<file path="config.mk">
export PLATFORM = sky130hd
export DESIGN_NAME = grz_ctrl
export DESIGN_NICKNAME = d
export VERILOG_FILES = /design/src/grz_pkg.sv /design/src/grz_ctrl.sv
export SDC_FILE = /design/constraint.sdc
export NUM_CORES = 1
export LEC_CHECK = 0
export BUFFER_PORTS_ARGS = -buffer_cell sky130_fd_sc_hd__buf_4
export CORE_MARGIN = 1
export CORE_UTILIZATION = 54
export DETAILED_ROUTE_END_ITERATION = 16
export HOLD_SLACK_MARGIN = 0.1
export PLACE_DENSITY = 0.83
export SKIP_LAST_GASP = 1
export SLEW_MARGIN = 20
export SYNTH_ARGS = -nofsm -noshare
export SYNTH_HDL_FRONTEND = slang
export SYNTH_SLANG_ARGS = --single-unit
</file>
<file path="constraint.sdc">
create_clock -name clock -period 3.7 [get_ports clock]
set_input_delay 0.37 -clock clock [delete_from_list [all_inputs] [get_ports clock]]
set_output_delay 0.37 -clock clock [all_outputs]
set_load 0.1 [all_outputs]
</file>
<file path="src/grz_pkg.sv">
// Shared types, widths and constants of the gesture rotate-to-zero block.
// Used by grz_ctrl, grz_dp and gesture_rotate_to_zero_top; no dependencies.
package grz_pkg;

   // Field widths of the request and response channels.
   localparam int PT_W  = 16;
   localparam int OUT_W = 17;

   // Coordinate sum width and the magnitude width that the divider works on.
   localparam int SUM_W = 23;
   localparam int MAG_W = SUM_W - 1;

   // CORDIC datapath: working width, guard bits, gain scaling.
   localparam int CW     = 40;
   localparam int GUARD  = 16;
   localparam int KSC    = 24;
   localparam int INVK_W = 24;
   localparam int LO_W   = 20;
   localparam int HI_W   = CW - LO_W;

   // Saturation bounds of the rotated coordinates.
   localparam int OUT_MAX = 65535;
   localparam int OUT_MIN = -65536;

   // Defaults of the top-level parameters.
   localparam int MAX_POINTS_DEF   = 64;
   localparam int CORDIC_STEPS_DEF = 16;

   // Controller states.
   typedef enum logic [3:0] {
      ST_LOAD,
      ST_DIVI,
      ST_DIV,
      ST_CEN,
      ST_DIF,
      ST_VEC,
      ST_RD,
      ST_LD,
      ST_ROT,
      ST_MUL1,
      ST_MUL2,
      ST_FIN,
      ST_OUT
   } state_type;

   // Commands from the controller to the datapath.
   typedef struct packed {
      logic load;
      logic clear;
      logic div_init;
      logic div_step;
      logic cen_set;
      logic dif_set;
      logic rd_en;
      logic v_load;
      logic cdc_step;
      logic vec_mode;
      logic mul1;
      logic mul2;
      logic fin;
      logic last_pt;
   } cmd_type;

   // Status from the datapath to the controller.
   typedef struct packed {
      logic d_zero;
   } status_type;

   // Gain of the vectoring CORDIC, scaled by 2^KSC, for a given step count.
   function automatic longint grz_kfix(input int steps);
      longint x;
      longint y;
      longint xs;
      longint ys;
      x = longint'(1) <<< KSC;
      y = 0;
      for (int i = 0; i < steps; i++) begin
         xs = x >>> i;
         ys = y >>> i;
         if (y >= 0) begin
            x = x + ys;
            y = y - xs;
         end else begin
            x = x - ys;
            y = y + xs;
         end
      end
      return x;
   endfunction

endpackage

</file>
<file path="src/grz_ctrl.sv">
// Controller state machine of the gesture rotate-to-zero block.
// Depends on grz_pkg; drives the command struct of grz_dp.
module grz_ctrl import grz_pkg::*; #(
   parameter int MAX_POINTS   = MAX_POINTS_DEF,
   parameter int CORDIC_STEPS = CORDIC_STEPS_DEF
) (
   input  logic                                  clock,
   input  logic                                  reset,
   input  logic                                  req_valid,
   input  logic                                  req_last_point,
   output logic                                  req_stall,
   output logic                                  rsp_valid,
   input  logic                                  rsp_stall,
   input  logic [$clog2(MAX_POINTS+1)-1:0]       count,
   input  status_type                            status,
   output cmd_type                               cmd,
   output logic [$clog2(MAX_POINTS)-1:0]         addr,
   output logic [$clog2((CORDIC_STEPS > MAG_W ? CORDIC_STEPS : MAG_W) + 1)-1:0] step
);

   localparam int CNT_W  = $clog2(MAX_POINTS + 1);
   localparam int ADDR_W = $clog2(MAX_POINTS);
   localparam int STEP_W = $clog2((CORDIC_STEPS > MAG_W ? CORDIC_STEPS : MAG_W) + 1);

   state_type           state_ff, state_in;
   logic [STEP_W-1:0]   step_ff, step_in;
   logic [ADDR_W-1:0]   idx_ff, idx_in;
   logic                last_idx;
   logic                div_done;
   logic                cdc_done;

   assign last_idx = (CNT_W'(idx_ff) + CNT_W'(1)) == count;
   assign div_done = step_ff == STEP_W'(MAG_W - 1);
   assign cdc_done = step_ff == STEP_W'(CORDIC_STEPS - 1);

   // State register and counters.
   always_ff @(posedge clock) begin
      if (reset) begin
         state_ff <= ST_LOAD;
         step_ff  <= '0;
         idx_ff   <= '0;
      end else begin
         state_ff <= state_in;
         step_ff  <= step_in;
         idx_ff   <= idx_in;
      end
   end

   // Next state.
   always_comb begin
      state_in = state_ff;
      case (state_ff)
         ST_LOAD: if (req_valid && req_last_point) state_in = ST_DIVI;
         ST_DIVI: state_in = ST_DIV;
         ST_DIV:  if (div_done) state_in = ST_CEN;
         ST_CEN:  state_in = ST_DIF;
         ST_DIF:  state_in = ST_VEC;
         ST_VEC:  if (cdc_done) state_in = ST_RD;
         ST_RD:   state_in = ST_LD;
         ST_LD:   state_in = status.d_zero ? ST_FIN : ST_ROT;
         ST_ROT:  if (cdc_done) state_in = ST_MUL1;
         ST_MUL1: state_in = ST_MUL2;
         ST_MUL2: state_in = ST_FIN;
         ST_FIN:  state_in = ST_OUT;
         ST_OUT: begin
            if (!rsp_stall) state_in = last_idx ? ST_LOAD : ST_RD;
         end
         default: state_in = ST_LOAD;
      endcase
   end

   // Outputs, commands and counter updates.
   always_comb begin
      cmd       = '0;
      step_in   = step_ff;
      idx_in    = idx_ff;
      req_stall = 1'b1;
      rsp_valid = 1'b0;
      addr      = idx_ff;
      cmd.last_pt = last_idx;
      case (state_ff)
         ST_LOAD: begin
            req_stall = 1'b0;
            cmd.load  = req_valid;
            step_in   = '0;
            idx_in    = '0;
         end
         ST_DIVI: cmd.div_init = 1'b1;
         ST_DIV: begin
            cmd.div_step = 1'b1;
            step_in      = div_done ? '0 : step_ff + STEP_W'(1);
         end
         ST_CEN: begin
            cmd.cen_set = 1'b1;
            cmd.rd_en   = 1'b1;
            addr        = '0;
         end
         ST_DIF: cmd.dif_set = 1'b1;
         ST_VEC: begin
            cmd.cdc_step = 1'b1;
            cmd.vec_mode = 1'b1;
            step_in      = cdc_done ? '0 : step_ff + STEP_W'(1);
         end
         ST_RD:  cmd.rd_en = 1'b1;
         ST_LD:  cmd.v_load = 1'b1;
         ST_ROT: begin
            cmd.cdc_step = 1'b1;
            step_in      = cdc_done ? '0 : step_ff + STEP_W'(1);
         end
         ST_MUL1: cmd.mul1 = 1'b1;
         ST_MUL2: cmd.mul2 = 1'b1;
         ST_FIN:  cmd.fin = 1'b1;
         ST_OUT: begin
            rsp_valid = 1'b1;
            if (!rsp_stall) begin
               cmd.clear = last_idx;
               idx_in    = last_idx ? '0 : idx_ff + ADDR_W'(1);
            end
         end
         default: ;
      endcase
   end

   assign step = step_ff;

   // The block returns to loading once the final point has been taken.
   a_end_to_load: assert property (@(posedge clock) disable iff (reset)
      (state_ff == ST_OUT && !rsp_stall && last_idx) |=> state_ff == ST_LOAD)
      else $error("block did not return to loading after the final point");

   // A shown point always lies inside the loaded path.
   a_idx_in_path: assert property (@(posedge clock) disable iff (reset)
      state_ff == ST_OUT |-> CNT_W'(idx_ff) < count)
      else $error("point index beyond point count");

   // CORDIC step counter stays within the configured number of steps.
   a_step_range: assert property (@(posedge clock) disable iff (reset)
      (state_ff == ST_VEC || state_ff == ST_ROT) |-> step_ff < STEP_W'(CORDIC_STEPS))
      else $error("CORDIC step counter out of range");

endmodule

</file>
### Word level (Yosys, flattened, before mapping)

Cells that the tools add are included.

| operators by class | value |
|---|---|
| add/sub/neg operators | 3 |
| multipliers | 0 |
| divide/modulo/power cells | 0 |
| order comparisons | 0 |
| equality and inequality tests | 20 |
| shift-type cells | 0 |
| multiplexer cells | 31 |
| bitwise logic cells | 0 |
| reduce and logical (&&, ||, !) cells | 8 |

Operator list:

| operator | count |
|---|---|
| $pmux 4 s13 | 1 |
| $eq 4x4->1 const B | 5 |
| $mux 4 | 5 |
| $mux 6 | 3 |
| $eq 4x3->1 const B | 4 |
| $mux 1 | 16 |
| $pmux 5 s3 | 1 |
| $pmux 6 s2 | 1 |
| $mux 5 | 2 |
| $ne 2x2->1 const B | 5 |
| $eq 4x2->1 const B | 2 |
| $add 6x1->7 const B | 1 |
| $eq 7x7->1 | 1 |
| $add 6x1->6 const B | 1 |
| $add 5x1->5 const B | 1 |
| $eq 5x4->1 const B | 1 |
| $eq 5x5->1 const B | 1 |
| $reduce_and 5->1 | 1 |
| $eq 4x1->1 const B | 1 |
| $logic_not 4->1 | 1 |
| $reduce_or 2->1 | 2 |
| $mux 3 | 1 |
| $reduce_bool 3->1 | 1 |
| $mux 2 | 1 |
| 3 further kinds | 3 |

| storage, ports and cells | value |
|---|---|
| bits in registers | 15 |
| bits in latches | 0 |
| bits in writable memories | 0 |
| bits in read-only memories | 0 |
| output and inout bits | 27 |
| logic and storage cells | 65 |
| memories kept | 0 |

### Longest topological paths before layout

| logic depth | value |
|---|---|
| word-level depth | 5 |
| mapped depth | 9 |
| depth with buffers taken out | 8 |

### Least setup slack after synthesis

OpenSTA, ideal clock, no wires.

| path | value |
|---|---|
| path type | register -> output |
| start point | register state_ff[0] |
| end point | output port addr[0] |
| data arrival time | 3.181 ns |
| data required time | 3.330 ns |
| setup slack | 0.149 ns |
| stages on the path, launching flop included | 5 |
| buffers on the path | 1 |
| cells stage by stage | dfxtp_1 -> clkbuf_1 -> nand2b_1 -> nor2_1 -> nor2b_1 |

| between the ends | value |
|---|---|
| longest elaborated chain between the ends | 2 |

Ends and longest elaborated chain:

| item | RTL line | source |
|---|---|---|
| start, declared | grz_ctrl.sv:25 | `state_type state_ff, state_in;` |
| start signal, assigned | grz_ctrl.sv:43 | `state_ff <= state_in;` |
| $eq 4x2->1 | grz_ctrl.sv:81 | `case (state_ff)` |
| $mux 6 | grz_ctrl.sv:81 |  |
| end, declared | grz_ctrl.sv:17 | `output logic [$clog2(MAX_POINTS)-1:0] addr,` |

Every way passes these cells.

==> results.tsv <==
stage	metric	value	unit
outcome	status	complete, no violations	
timing	unrepaired setup endpoints after global routing	no	
floorplanning	Top-Level Pins	40	
routing	post-DR wirelength/cell	13.91	um
worst_hold_path	hold path startpoint	reset	
critical_path	Worst R2R Path Depth	7	
floorplanning	Rows	16	
clocking	clock latency on the worst-skew pair	0.29	ns
placed_design	Post-Place Setup Slack	0.8806	ns
worst_hold_path	class of the worst hold path	primary input to register	
global_routing	total grt overflow	0	
yosys	Yosys cell types	46	
yosys	Seq/Total Area, Yosys	0.2464	
yosys	Top FF cell, synth	dfxtp_1	
global_routing	first-pass GRT wire length	5154	um
cells_and_area	layout overhead on the synthesized area	23.92	%
yosys	average size of a mapped cell	7.211	sq um
critical_path	reg2reg end	state_ff[2]	
clocking	CTS buffer count	3	
placed_design	half-perimeter wire length after placement	2318	um
timing	Worst Tran Pin Value	0.7599	ns
global_routing	vias in the first global route	1238	
floorplanning	Chip Height	49.51	um
clocking	CTS tree	yes	
routing	vias	1302	
clocking	Clk pin slew, worst setup/hold paths	0.10	ns
power_and_ir_drop	LEAKAGE	0.6658	nW
critical_path	reg2reg start	idx_ff[0]	
placed_design	PortBufs	39	
critical_path	largest fanout on the critical path	13	
timing	period utilisation layout	0.8566	
timing	Min Clock Period, post-route	3.169	ns
timing	Max-Slew Margin vs Limit	0.4915	
yosys	Yosys reg bits	15	
floorplanning	die area	2451	sq um
global_routing	largest net degree at the start of global routing	20	
routing	1st-pass router iterations	4	
critical_path	Crit. End Element	output port	
clocking	postcts setup bufs	0	
timing	Fin Setup TNS	0	ns
cells_and_area	ant diodes	0	
routing	DR DRC count	0	
floorplanning	Initial Util	0.5968	
global_routing	Total GRT Usage	0.2657	
timing	Hold Vio Cnt, Final	0	
floorplanning	Core ar.	2042	sq um
yosys	net count after synthesis	187	
cells_and_area	most frequent cells in the layout	buf_4 (39), nor2_1 (20), nand2_1 (15), dfxtp_1 (15), a21oi_1 (13)	
critical_path	Worst EP arrival	2.80	ns
clocking	H-Tree Level Count	1	
clocking	Clock Tree Root	clkbuf_4	
timing	clock skew	0.006761	ns
clocking	CTS Hold Bufs	0	
critical_path	CP startpoint kind	register	
yosys	EDFF count, synth	0	
clocking	CTS sink count	15	
routing	1st-iter DRT viols	55	
timing	Setup WS post-layout	0.5306	ns
routing	routed vias/inst	5.761	
critical_path	Reg2Reg Setup Slack	1.12	ns
flow_run	max capacitance violation total	0	
global_routing	initial antenna violation count	0	
timing	final-report max-slew violation count	0	
power_and_ir_drop	Pwr per Cell Area	559.6	nW/um^2
yosys	Post-Synthesis Cells	169	
yosys	FFs w/ async S/R, synth	0	
routing	post-route ant nets	0	
critical_path	critical path class	register to output port	
critical_path	critical path endpoint	cmd[12]	
power_and_ir_drop	VDD IR max	0.0004413	V
clocking	PostCTS Resize Cnt	0	
clocking	clk buf depth	2	
timing	Finish-stage setup viols	0	
yosys	mapped cell area	1219	sq um
yosys	Synth Warn #	0	
critical_path	worst setup path start	idx_ff[0]	
cells_and_area	commonest non-fill, non-tap cell in the layout	buf_4	
critical_path	Worst EP required	3.33	ns
timing	upper clock frequency limit	315.5	MHz
placed_design	RD Place Congestion	0.8369	
floorplanning	chip width	49.51	um
cells_and_area	nets	218	
cells_and_area	layout cell share with drive strength beyond 1	0.2462	
routing	Routed WL	3143	um
## Yosys cell counts, types with 2 or more instances
library cell | n | area share
nand4_1 | 3 | 0.015
clkbuf_1 | 7 | 0.022
inv_2 | 2 | 0.0062
a211oi_1 | 3 | 0.018
nor2_1 | 20 | 0.062
a21oi_1 | 13 | 0.053
xor2_1 | 3 | 0.022
nand3_1 | 11 | 0.045
or3_1 | 2 | 0.010
nor3b_1 | 2 | 0.012
nor3_1 | 8 | 0.033
nor2b_1 | 10 | 0.051
inv_1 | 4 | 0.012
and3_1 | 2 | 0.010
o21ai_1 | 3 | 0.012
dfxtp_1 | 15 | 0.25
buf_2 | 4 | 0.016
xnor2_1 | 5 | 0.036
nand2_1 | 15 | 0.046
nand2b_1 | 5 | 0.026
nand4b_1 | 3 | 0.022
ha_1 | 5 | 0.051
## how the worst min path moves through the flow
| stage | to | slack [ns] | cells past startpoint |
|---|---|---|---|
| floorplan | idx_ff[1] | 0.47 | 2 |
| global placement | idx_ff[1] | 0.49 | 2 |
| global route | idx_ff[2] | 0.38 | 2 |
| detailed placement | idx_ff[1] | 0.49 | 2 |
| CTS | step[3] | 0.36 | 2 |
| finish | step[3] | 0.38 | 2 |
## area by class of cell
| type | instances | area (sq um) |
|---|---|---|
| fill | 184 | 531.8 |
| clock inverter | 1 | 7.507 |
| inverter | 6 | 22.52 |
| clock buffer | 3 | 22.52 |
| tap | 27 | 33.78 |
| timing repair buffer | 39 | 292.8 |
| multi-input combinational | 135 | 830.8 |
| sequential | 15 | 300.3 |
## report_power, final
part           switching (mW)  total, mW  leakage, nW  internal [mW]
registers              0.0464      0.222        0.121          0.176
logic                   0.403      0.523        0.531          0.121
clock network          0.0582     0.0993       0.0139         0.0412
## routing by layer
metal / global-route usage / vias to the layer above / share of wire
met4: 0.06190 / 0 / 0.019
met5: 0 / - / 0
li1: - / 657 / -
met1: 0.3270 / 598 / 0.45
met3: 0.05864 / 8 / 0.041
met2: 0.4680 / 39 / 0.49
## sequential cells by signal, summed over array words and instances (netlist names)
signal    count
idx_ff        6
step          5
state_ff      4
## critical path, cell delays in order, from the launching register on
cell      delay (ns)
dfxtp_1         0.48
ha_1            0.27
nand2b_1        0.09
o211a_1         0.21
o32a_1          0.33
or4_4           0.65
nor3_2          0.16
buf_4           0.32
## metrics by stage
step | area, sq um | hold WS, ns | instances | power (mW) | util
6_report | 1510 | 0.3753 | 226 | 0.8451 | 0.7396
3_3_place_gp | 1480 | 0.4859 | 222 | 0.7331 | 0.7249
3_5_place_dp | 1480 | 0.4918 | 222 | 0.7410 | 0.7249
4_1_cts | 1510 | 0.3595 | 226 | 0.8431 | 0.7396
2_1_floorplan | 1219 | 0.4654 | 169 | 0.6494 | -
5_1_grt | 1510 | 0.3838 | 226 | 0.8835 | 0.7396
## logic make-up after synthesis
| kind of cell | synth area share |
|---|---|
| buffers and inverters | 0.07187 |
| AOI/OAI and AO/OA | 0.1674 |
| muxes | 0.009240 |
| DFF | 0.2464 |
| xor gates and xnor gates | 0.05750 |
| and+or+nand+nor | 0.3963 |
| adders and majority gates | 0.05133 |
Note: power is estimated with default switching activity, not from simulation.
